==> config.mk <==
export PLATFORM = sky130hd
export DESIGN_NAME = status_led_pattern_sequencer_flat
export DESIGN_NICKNAME = d
export VERILOG_FILES = /design/src/hdl/slps_pkg.sv /design/src/hdl/slps_if.sv /design/src/hdl/slps_in_stage.sv /design/src/hdl/slps_core.sv /design/src/hdl/status_led_pattern_sequencer.sv /design/src/flat_wrapper.sv
export SDC_FILE = /design/constraint.sdc
export NUM_CORES = 1
export LEC_CHECK = 0
export ABC_AREA = 1
export BUFFER_PORTS_ARGS = -buffer_cell sky130_fd_sc_hd__buf_2
export CORE_UTILIZATION = 45
export CTS_CLUSTER_SIZE = 25
export DETAILED_ROUTE_END_ITERATION = 16
export PLACE_DENSITY = 0.79
export RECOVER_POWER = 50
export SLEW_MARGIN = 20
export SYNTH_ARGS = -nofsm -noshare
export SYNTH_HDL_FRONTEND = slang
export SYNTH_SLANG_ARGS = --single-unit
==> constraint.sdc <==
create_clock -name clk -period 3 [get_ports clk]
set_clock_uncertainty 0.2 [all_clocks]
set_input_delay 0.6 -clock clk [delete_from_list [all_inputs] [get_ports clk]]
set_output_delay 0.6 -clock clk [all_outputs]
set_load 0.01 [all_outputs]
==> src/hdl/slps_pkg.sv <==
package slps_pkg;

    localparam int unsigned STATUS_W = 32;
    localparam int unsigned REMAIN_W = 11;

    localparam logic [4:0] ERROR_BIT = 5'd0;
    localparam logic [4:0] LINK_BIT  = 5'd1;
    localparam logic [4:0] INPUT_BIT = 5'd2;

    localparam logic [1:0] OP_TICK  = 2'd0;
    localparam logic [1:0] OP_SET   = 2'd1;
    localparam logic [1:0] OP_CLEAR = 2'd2;

    localparam logic [1:0] PAT_FAST  = 2'd0;
    localparam logic [1:0] PAT_HEART = 2'd1;
    localparam logic [1:0] PAT_SOLID = 2'd2;
    localparam logic [1:0] PAT_ERROR = 2'd3;

    typedef struct packed {
        logic                valid;
        logic [1:0]          operation;
        logic [STATUS_W-1:0] bits;
    } slps_beat_t;

    typedef struct packed {
        logic                led;
        logic [STATUS_W-1:0] status_word;
        logic [1:0]          pattern;
    } slps_result_t;

    function automatic logic [1:0] seg_count_m1(input logic [1:0] pat);
        logic [1:0] n;
        unique case (pat)
            PAT_FAST:  n = 2'd1;
            PAT_HEART: n = 2'd1;
            PAT_SOLID: n = 2'd0;
            PAT_ERROR: n = 2'd3;
            default:   n = 2'd0;
        endcase
        return n;
    endfunction

    function automatic logic [REMAIN_W-1:0] seg_len(input logic [1:0] pat,
                                                    input logic [1:0] seg);
        logic [REMAIN_W-1:0] len;
        len = '0;
        unique case (pat)
            PAT_FAST:  len = (seg < 2'd2) ? 11'd30 : 11'd0;
            PAT_HEART:
            begin
                unique case (seg)
                    2'd0:    len = 11'd50;
                    2'd1:    len = 11'd1950;
                    default: len = 11'd0;
                endcase
            end
            PAT_SOLID: len = (seg == 2'd0) ? 11'd200 : 11'd0;
            PAT_ERROR:
            begin
                unique case (seg)
                    2'd0:    len = 11'd100;
                    2'd1:    len = 11'd400;
                    2'd2:    len = 11'd100;
                    default: len = 11'd1000;
                endcase
            end
            default:   len = '0;
        endcase
        return len;
    endfunction

    function automatic logic [1:0] choose_pattern(input logic [STATUS_W-1:0] s);
        logic [1:0] p;
        priority if (s[ERROR_BIT])
            p = PAT_ERROR;
        else if (s[LINK_BIT] && s[INPUT_BIT])
            p = PAT_SOLID;
        else if (s[LINK_BIT])
            p = PAT_HEART;
        else
            p = PAT_FAST;
        return p;
    endfunction

endpackage

==> src/hdl/slps_if.sv <==
interface slps_in_if import slps_pkg::*;
();
    logic                valid;
    logic                ready;
    logic [1:0]          operation;
    logic [STATUS_W-1:0] bits;

    modport source (output valid, output operation, output bits, input ready);
    modport sink (input valid, input operation, input bits, output ready);
endinterface

interface slps_out_if import slps_pkg::*;
();
    logic                valid;
    logic                ready;
    logic                led;
    logic [STATUS_W-1:0] status_word;
    logic [1:0]          pattern;

    modport source (output valid, output led, output status_word, output pattern,
                    input ready);
    modport sink (input valid, input led, input status_word, input pattern,
                  output ready);
endinterface

==> src/hdl/slps_in_stage.sv <==
module slps_in_stage import slps_pkg::*;
(
    input  logic        clk,
    input  logic        rst_n,
    slps_in_if.sink     cmd,
    input  logic        advance,
    output slps_beat_t  beat
);

    logic                valid_reg;
    logic                valid_next;
    logic [1:0]          operation_reg;
    logic [STATUS_W-1:0] bits_reg;
    logic                take;

    assign cmd.ready = !valid_reg || advance;
    assign take      = cmd.valid && cmd.ready;

    always_comb
    begin
        valid_next = valid_reg;
        if (take)
            valid_next = 1'b1;
        else if (advance)
            valid_next = 1'b0;
    end

    always_ff @(posedge clk or negedge rst_n)
    begin
        if (!rst_n)
            valid_reg <= 1'b0;
        else
            valid_reg <= valid_next;
    end

    always_ff @(posedge clk)
    begin
        if (take)
        begin
            operation_reg <= cmd.operation;
            bits_reg      <= cmd.bits;
        end
    end

    assign beat.valid     = valid_reg;
    assign beat.operation = operation_reg;
    assign beat.bits      = bits_reg;

endmodule

==> src/hdl/slps_core.sv <==
module slps_core import slps_pkg::*;
(
    input  logic         clk,
    input  logic         rst_n,
    input  logic         step,
    input  slps_beat_t   beat,
    output slps_result_t result
);

    logic [STATUS_W-1:0] word_reg;
    logic [STATUS_W-1:0] word_next;
    logic [1:0]          pattern_reg;
    logic [1:0]          pattern_next;
    logic [1:0]          index_reg;
    logic [1:0]          index_next;
    logic [REMAIN_W-1:0] remain_reg;
    logic [REMAIN_W-1:0] remain_next;
    logic                led_reg;
    logic                led_next;
    logic [1:0]          seg;
    logic [1:0]          cur_seg;

    always_comb
    begin
        word_next    = word_reg;
        pattern_next = pattern_reg;
        index_next   = index_reg;
        remain_next  = remain_reg;
        led_next     = led_reg;
        seg          = '0;
        unique case (beat.operation)
            OP_TICK:
            begin
                if (remain_reg == '0)
                begin
                    if (index_reg == 2'd0)
                    begin
                        pattern_next = choose_pattern(word_reg);
                        index_next   = seg_count_m1(pattern_next);
                    end
                    else
                    begin
                        index_next = index_reg - 2'd1;
                    end
                    seg         = seg_count_m1(pattern_next) - index_next;
                    remain_next = seg_len(pattern_next, seg) - 11'd1;
                    led_next    = !seg[0];
                end
                else
                begin
                    remain_next = remain_reg - 11'd1;
                end
            end
            OP_SET:   word_next = word_reg | beat.bits;
            OP_CLEAR: word_next = word_reg & ~beat.bits;
            default:  word_next = word_reg;
        endcase
    end

    always_ff @(posedge clk or negedge rst_n)
    begin
        if (!rst_n)
        begin
            word_reg    <= '0;
            pattern_reg <= PAT_FAST;
            index_reg   <= 2'd0;
            remain_reg  <= '0;
            led_reg     <= 1'b0;
        end
        else if (step)
        begin
            word_reg    <= word_next;
            pattern_reg <= pattern_next;
            index_reg   <= index_next;
            remain_reg  <= remain_next;
            led_reg     <= led_next;
        end
    end

    assign result.led         = led_reg;
    assign result.status_word = word_reg;
    assign result.pattern     = pattern_reg;

    assign cur_seg = seg_count_m1(pattern_reg) - index_reg;

    a_index_in_range: assert property (@(posedge clk) disable iff (!rst_n)
        index_reg <= seg_count_m1(pattern_reg))
        else $error("segment index beyond pattern length");

    a_remain_in_segment: assert property (@(posedge clk) disable iff (!rst_n)
        remain_reg < seg_len(pattern_reg, cur_seg))
        else $error("remaining time exceeds segment length");

    a_solid_is_on: assert property (@(posedge clk) disable iff (!rst_n)
        (pattern_reg == PAT_SOLID) |-> led_reg)
        else $error("solid pattern with led off");

    a_set_applies: assert property (@(posedge clk) disable iff (!rst_n)
        (step && beat.operation == OP_SET) |=>
        ((word_reg & $past(beat.bits)) == $past(beat.bits)))
        else $error("set mask not applied");

    a_mask_keeps_pattern: assert property (@(posedge clk) disable iff (!rst_n)
        (step && beat.operation != OP_TICK) |=>
        ($stable(pattern_reg) && $stable(remain_reg) && $stable(led_reg)))
        else $error("pattern changed on a mask beat");

endmodule

==> src/hdl/status_led_pattern_sequencer.sv <==
// status led pattern sequencer
// cmd channel: one beat per item; operation selects a 1 ms tick, a set of
// status bits (or mask) or a clear of status bits (and-not mask); operation
// three changes nothing. bits is ignored on a tick.
// report channel: exactly one beat per cmd beat, in order, carrying the led
// level, the status word and the pattern running after that item.
// a cmd beat is captured in the input register and applied to the core when
// report can advance, so results are two register stages behind the input.
// throughput: one item per cycle; a new cmd beat is taken in the same cycle
// a report beat leaves, as long as report is ready.
// when report stalls the result holds and one more cmd beat is buffered in
// the input register; cmd.ready then drops until report is taken.
// patterns: error 100 on, 400 off, 100 on, 1000 off; link and input set:
// solid 200 on; link alone: 50 on, 1950 off; otherwise 30 on, 30 off.
// a new status word is only looked at when the running pattern ends.
// reset: status word zero, fast blink, pattern counted as finished, led off;
// both channels empty, so the first tick samples the status word at once.
module status_led_pattern_sequencer import slps_pkg::*;
(
    input  logic        clk,
    input  logic        rst_n,
    slps_in_if.sink     cmd,
    slps_out_if.source  report
);

    slps_beat_t   beat;
    slps_result_t result;
    logic         advance;
    logic         step;
    logic         out_valid_reg;
    logic         out_valid_next;

    assign advance = !out_valid_reg || report.ready;
    assign step    = advance && beat.valid;

    slps_in_stage u_in_stage (
        .clk     (clk),
        .rst_n   (rst_n),
        .cmd     (cmd),
        .advance (advance),
        .beat    (beat)
    );

    slps_core u_core (
        .clk    (clk),
        .rst_n  (rst_n),
        .step   (step),
        .beat   (beat),
        .result (result)
    );

    assign out_valid_next = advance ? beat.valid : out_valid_reg;

    always_ff @(posedge clk or negedge rst_n)
    begin
        if (!rst_n)
            out_valid_reg <= 1'b0;
        else
            out_valid_reg <= out_valid_next;
    end

    assign report.valid       = out_valid_reg;
    assign report.led         = result.led;
    assign report.status_word = result.status_word;
    assign report.pattern     = result.pattern;

endmodule

==> src/flat_wrapper.sv <==
// flat-port wrapper written by rule: the top's interface ports become plain ports
module status_led_pattern_sequencer_flat import slps_pkg::*;
  (clk, rst_n, cmd_valid, cmd_operation, cmd_bits, cmd_ready, report_valid, report_led, report_status_word, report_pattern, report_ready);
  slps_in_if cmd_i ();
  slps_out_if report_i ();
  input  logic clk;
  input  logic rst_n;
  input wire logic [$bits(cmd_i.valid)-1:0] cmd_valid;
  input wire logic [$bits(cmd_i.operation)-1:0] cmd_operation;
  input wire logic [$bits(cmd_i.bits)-1:0] cmd_bits;
  output wire logic [$bits(cmd_i.ready)-1:0] cmd_ready;
  output wire logic [$bits(report_i.valid)-1:0] report_valid;
  output wire logic [$bits(report_i.led)-1:0] report_led;
  output wire logic [$bits(report_i.status_word)-1:0] report_status_word;
  output wire logic [$bits(report_i.pattern)-1:0] report_pattern;
  input wire logic [$bits(report_i.ready)-1:0] report_ready;
  assign cmd_i.valid = cmd_valid;
  assign cmd_i.operation = cmd_operation;
  assign cmd_i.bits = cmd_bits;
  assign cmd_ready = cmd_i.ready;
  assign report_valid = report_i.valid;
  assign report_led = report_i.led;
  assign report_status_word = report_i.status_word;
  assign report_pattern = report_i.pattern;
  assign report_i.ready = report_ready;
  status_led_pattern_sequencer u_core (.clk(clk), .rst_n(rst_n), .cmd(cmd_i), .report(report_i));
endmodule
==> impl_results.md, run 1 <==
* Pwr/cell area at 788 mW/mm2
* CP Capture Type: register
* Site row count at 32
* CORE AREA at 0.00781 mm2
* Unrepaired setup endpoints after global routing: false
* CTS tree: done
* Synth top area cells: dfrtp_1, edfxtp_1, nand2_1
* RR Startpoint: u_core.u_core.index_reg[0]$_DFFE_PN0P_
* Most numerous cell in the Yosys netlist: nand2_1
* EDFF count, synth at 34
* Synthesized area at 0.00367 mm2
* Footprint of the multi-input gates at 0.00120 mm2
* Post-route insts no fill at 580
* Leakage at 0.00208 uW
* Final Wtd Congestion at 0.962
* Input/output buffers at 74
* Final TNS setup at 0 ns
* Fillers at 679
* FF-to-FF path depth at 18
* N_diodes at 0
* Hold Path Origin: cmd_bits[24]
* Worst slew pin tran at 1.81 ns
* Pwr Total at 3450 uW
* CTS buffer count at 9
* Final setup vio count at 0
* DR DRC count at 0
* Synth top area share at 0.341
* Seq/Total Area, Yosys at 0.620
* Final design utilization at 0.562
* Overall Global Routing Usage at 0.192
* Pin count of the biggest net entering global routing at 35
* Post-synthesis cell count at 389
* Gr ovfl total at 0
* Leading area contributor after synthesis: dfrtp_1
* #FFs+latches synth at 84
* Hold Path Stages at 1
* Cts repair resizes at 0
* DR WL/cell at 12.5 um
* Bufs on Longest Clock Path at 2
* CP Max Fanout at 7
* DIE HEIGHT at 92.3 um
* CP Class: reg -> reg
* Initial antenna violation count at 0
* # nets final at 515
* Fin Hold WS at 0.230 ns
* Post-synth ARST share at 0.595
* Peak supply drop at 547 uV
* Sink Count at 84
* Final ANT Viol Nets at 0
* Worst R2R Setup Slack at 0.24 ns
* CTS hold repair buffers at 0
* Syn nets at 431
* Worst hold path class: in -> reg
* R2r endpoint: u_core.u_core.remain_reg[6]$_DFFE_PN0P_
* Synth Area per Inst at 9.42 um2
* Synth cell count leaders: nand2_1, dfrtp_1, o21ai_0, inv_1, edfxtp_1
* DRT Pass-1 Iters at 4
* Final min period at 2.76 ns
* Vias in the first global route at 2810
* Failing checks: max-capacitance violations, max-slew violations
* Worst Hold Path EP: u_core.u_in_stage.bits_reg[24]$_DFFE_PP_
* F_max at 0.362 GHz
* Worst Path Required at 3.02 ns
* Max Cap Viol at 1
* Yosys warns at 0
* Final hold vios at 0
* Hpwl dp at 5260 um
* Starting Density at 0.470
* Routed WL at 7270 um
* First-pass GRT wire length at 12500 um
* Clock Pin Slew Worst Setup and Hold Paths at 0.09 ns
* Initial DRC Count at 191
* Final Max Slew Viols at 34
* Die X at 92.3 um
* Setup bufs post-CTS at 0
* Final worst-path cycle share at 0.922
* Later-pin clock latency in the skew report at 0.34 ns
* Avg Vias per Cell at 4.93
* Relative slew slack at -0.209
* Status: finished, violations left
* Critical path arrival at 2.79 ns
* Root Driver: clkbuf_8
* DR vias at 2862
* CTS H-tree lvls at 3
* Share of layout cells above drive strength 1 at 0.205
* Reg area at 0.00227 mm2
* Startpoint Class: register
* Layout area overhead at 19.6%
* DIE AREA at 0.00851 mm2
* Synth unique cells at 24
* Placed cell count at 564
* Most used DFF post-synth: dfrtp_1
* # IOs at 75
## cell usage in the layout (no fill, tap or decap), drive strengths merged
cell type  netlist  final
buf              1     61
bufinv           0      2
ha               4      4
nor2            23     23
clkbuf           6     32
nand4            4      4
nand3b           1      1
o21ai           48     48
inv             45     45
clkinv           0      1
dfrtp           50     50
edfxtp          34     34
nand3           27     27
a21oi            2      2
xor2             2      2
nor3             1      1
nand2          141    141
## kinds of logic after synthesis
logic type               Yosys count  share of synthesized area
flip-flops                        84                      0.620
buffers and inverters             52                     0.0536
adder cells (fa/ha/maj)            4                     0.0137
AND/OR/NAND/NOR                  197                      0.239
XOR/XNOR                           2                    0.00478
AO/OA/AOI/OAI                     50                     0.0693
## routing by layer
layer / vias to the layer above / part of all wire / GRT usage
li1: 1426 / - / -
met5: - / 0 / 0
met2: 94 / 0.48 / 0.307
met3: 12 / 0.052 / 0.0481
met1: 1330 / 0.45 / 0.242
met4: 0 / 0.018 / 0.0951
## worst max-delay path: stages (launching register included)
cell,delay (ns)
dfrtp_1,0.42
nor2_2,0.15
nand3_1,0.12
nand2_2,0.18
a21oi_2,0.06
ha_1,0.37
inv_1,0.11
nand3_1,0.14
inv_2,0.06
nand3_2,0.09
nand3_1,0.09
nand2_2,0.10
nand2_1,0.10
nor2_4,0.16
nand2_1,0.07
nand2_1,0.06
nand2_1,0.05
nand2_1,0.05
nand2_1,0.05
## cell type report
cell class	instances	share of cell area
Sequential cell	84	0.518
Multi-Input combinational cell	253	0.274
Timing Repair Buffer	80	0.0876
Inverter	45	0.0385
Clock buffer	13	0.0365
Tap cell	102	0.0291
Clock inverter	3	0.0157
## power breakdown
| group | internal [uW] | leakage (uW) | total [uW] | switching [uW] |
|---|---|---|---|---|
| Sequential | 1480 | 0.000928 | 1640 | 158 |
| Clock | 523 | 0.000113 | 900 | 378 |
| Combinational | 335 | 0.00104 | 915 | 580 |
| Total | 2340 | 0.00208 | 3450 | 1120 |
## stage by stage
stage	instance area, um2	setup WS, ns
2_1_floorplan	3670	0.548
3_3_place_gp	4180	0.424
3_5_place_dp	4180	0.272
4_1_cts	4410	0.241
5_1_grt	4390	0.0214
6_report	4390	0.235
## worst max path at each step
stage,slack [ns],startpoint,endpoint
6_report,0.24,u_core.u_core.index_reg[0]$_DFFE_PN0P_,u_core.u_core.remain_reg[6]$_DFFE_PN0P_
5_1_grt,0.02,u_core.u_core.index_reg[0]$_DFFE_PN0P_,u_core.u_core.remain_reg[6]$_DFFE_PN0P_
4_1_cts,0.24,u_core.u_core.index_reg[0]$_DFFE_PN0P_,u_core.u_core.remain_reg[6]$_DFFE_PN0P_
3_5_place_dp,0.27,u_core.u_core.index_reg[0]$_DFFE_PN0P_,u_core.u_core.remain_reg[6]$_DFFE_PN0P_
3_3_place_gp,0.42,u_core.u_core.index_reg[0]$_DFFE_PN0P_,u_core.u_core.remain_reg[6]$_DFFE_PN0P_
2_1_floorplan,0.55,u_core.u_core.index_reg[0]$_DFFE_PN0P_,u_core.u_core.remain_reg[6]$_DFFE_PN0P_
No activity file was read; power rests on OpenSTA's default activity.
==> inputs of run 2 (changes only) <==
--- a/config.mk
+++ b/config.mk
@@ -7,6 +7,7 @@
 export LEC_CHECK = 0
 export ABC_AREA = 1
 export BUFFER_PORTS_ARGS = -buffer_cell sky130_fd_sc_hd__buf_2
+export CORE_ASPECT_RATIO = 0.75
 export CORE_UTILIZATION = 45
 export CTS_CLUSTER_SIZE = 25
 export DETAILED_ROUTE_END_ITERATION = 16
==> impl_results.md, run 2 (synthesized netlist as in run 1, its figures left out) <==
* Later-pin clock latency in the skew report at 0.36 ns (was 0.34 ns)
* Setup bufs post-CTS at 0 (unchanged)
* Leading cell type in the layout, fill and taps excluded: nand2_1 (unchanged)
* Initial DRC Count at 176 (was 191)
* CP Capture Type: register (unchanged)
* N_diodes at 0 (unchanged)
* Worst slack at placement at 0.273 ns (was 0.272 ns)
* Hpwl dp at 5530 um (was 5260 um)
* Final worst-path cycle share at 0.910 (was 0.922)
* Pwr/cell area at 760 mW/mm2 (was 788 mW/mm2)
* DR WL/cell at 13.2 um (was 12.5 um)
* PnR worst setup slack at 0.271 ns (was 0.235 ns)
* Overall Global Routing Usage at 0.192 (about the same)
* Layout area overhead at 18.8% (was 19.6%)
* CORE AREA at 0.00788 mm2 (was 0.00781 mm2)
* Routed WL at 7680 um (was 7270 um)
* Vias in the first global route at 2691 (was 2810)
* Worst R2R Setup Slack at 0.27 ns (was 0.24 ns)
* Status: complete, no violations (was finished, violations left)
* Final hold vios at 0 (unchanged)
* Clock Pin Slew Worst Setup and Hold Paths at 0.09 ns (about the same)
* DR vias at 2850 (was 2862)
* Startpoint Class: register (unchanged)
* Pin count of the biggest net entering global routing at 51 (was 35)
* CP Class: reg -> reg (unchanged)
* Root Driver: clkbuf_8 (unchanged)
* Worst slew pin tran at 1.25 ns (was 1.81 ns)
* Commonest cells after routing, fill and taps aside: nand2_1, buf_2, dfrtp_1, o21ai_0, inv_1 (unchanged)
* # IOs at 75 (unchanged)
* Avg Vias per Cell at 4.90 (was 4.93)
* DIE AREA at 0.00852 mm2 (was 0.00851 mm2)
* Site row count at 28 (was 32)
* First-pass GRT wire length at 12500 um (about the same)
* CTS tree: done (unchanged)
* Unrepaired setup endpoints after global routing: false (unchanged)
* Initial antenna violation count at 0 (unchanged)
* Final min period at 2.73 ns (was 2.76 ns)
* Bufs on Longest Clock Path at 2 (unchanged)
* Final TNS setup at 0 ns (unchanged)
* Final Max Slew Viols at 0 (was 34)
* Critical path arrival at 2.78 ns (was 2.79 ns)
* DIE HEIGHT at 80.2 um (was 92.3 um)
* Max Cap Viol at 0 (was 1)
* CTS hold repair buffers at 0 (unchanged)
* Worst Path Required at 3.05 ns (was 3.02 ns)
* Input/output buffers at 74 (unchanged)
* Peak supply drop at 368 uV (was 547 uV)
* Final setup vio count at 0 (unchanged)
* Max incr delay on CP at 0.42 ns (about the same)
* DRT Pass-1 Iters at 4 (unchanged)
* Worst hold path class: in -> reg (unchanged)
* CP max-delay cell: dfrtp_1 (unchanged)
* Relative slew slack at 0.169 (was -0.209)
* Die X at 106 um (was 92.3 um)
* Leakage at 0.00208 uW (about the same)
* Starting Density at 0.465 (was 0.470)
* Critical-path cell list: inv_2, nand2_1, nand2_1, nand2_2, a21oi_2, ha_1, inv_1, nand2_2, nand2_4, nand3_2, nand2_1, inv_1, ha_1, nand4_1, nor2_4, nand2_1, nand2_1, nand2_1, nand2_1, nand2_1 (was nor2_2, nand3_1, nand2_2, a21oi_2, ha_1, inv_1, nand3_1, inv_2, nand3_2, nand3_1, nand2_2, nand2_1, nor2_4, nand2_1, nand2_1, nand2_1, nand2_1, nand2_1)
* Final Wtd Congestion at 0.939 (was 0.962)
* Cts repair resizes at 0 (unchanged)
* Final ANT Viol Nets at 0 (unchanged)
* DR DRC count at 0 (unchanged)
* Share of layout cells above drive strength 1 at 0.222 (was 0.205)
* Gr ovfl total at 0 (unchanged)
* CP Max Fanout at 7 (unchanged)
* Crit path top cell by count: nand2_1 (unchanged)
* Sink Count at 84 (unchanged)
* CTS buffer count at 9 (unchanged)
* F_max at 0.366 GHz (was 0.362 GHz)
* CTS H-tree lvls at 3 (unchanged)
* # nets final at 514 (was 515)
run 2: layer usage:
metal | GRT usage | share of wire | up-vias
met5 | 0 | 0 | -
met1 | 0.243 | 0.45 | 1336
li1 | - | - | 1425
met3 | 0.0422 | 0.063 | 11
met4 | 0.0667 | 0.014 | 0
met2 | 0.329 | 0.47 | 78
run 2: final cells by class:
| class | count | area (um2) |
|---|---|---|
| Clock buffer | 9 | 124 |
| Clock inverter | 7 | 57.6 |
| Sequential cell | 84 | 2270 |
| Fill cell | 726 | 3530 |
| Inverter | 45 | 169 |
| Timing Repair Buffer | 79 | 400 |
| Multi-Input combinational cell | 253 | 1200 |
| Tap cell | 105 | 131 |
run 2: power by group:
group          internal (uW)  leakage, uW  switching [uW]
registers               1480     0.000928             150
clock network            313    0.0000886             433
logic                    344      0.00106             591
total                   2140      0.00208            1170
run 2: metrics by stage:
stage	utilization	hold WS, ns	instances	power, uW	area, um2
2_1_floorplan	-	0.104	389	2210	3670
3_3_place_gp	0.532	0.261	566	2550	4190
3_5_place_dp	0.532	0.269	566	2610	4190
4_1_cts	0.555	0.166	582	3350	4370
5_1_grt	0.553	0.188	582	3530	4360
6_report	0.553	0.210	582	3310	4360
run 2: final timing paths:
path	start	endpoint	depth (start not counted)
min in group asynchronous	rst_n	async pin	2
setup / recovery	u_core.u_core.index_reg[0]$_DFFE_PN0P_	u_core.u_core.remain_reg[6]$_DFFE_PN0P_	20
hold / removal	cmd_bits[28]	u_core.u_in_stage.bits_reg[28]$_DFFE_PP_	1
max in group asynchronous	rst_n	async pin	2
hold reg to reg	register	register	2
setup reg to reg	u_core.u_core.index_reg[0]$_DFFE_PN0P_	u_core.u_core.remain_reg[6]$_DFFE_PN0P_	20
run 2: critical path, delay by kind of cell, from the launching register on:
kind            cells  cell delay, ns
simple gates       14            1.27
flops               1            0.42
fa+ha+maj           2            0.38
buf+inv             3            0.21
compound gates      1            0.16
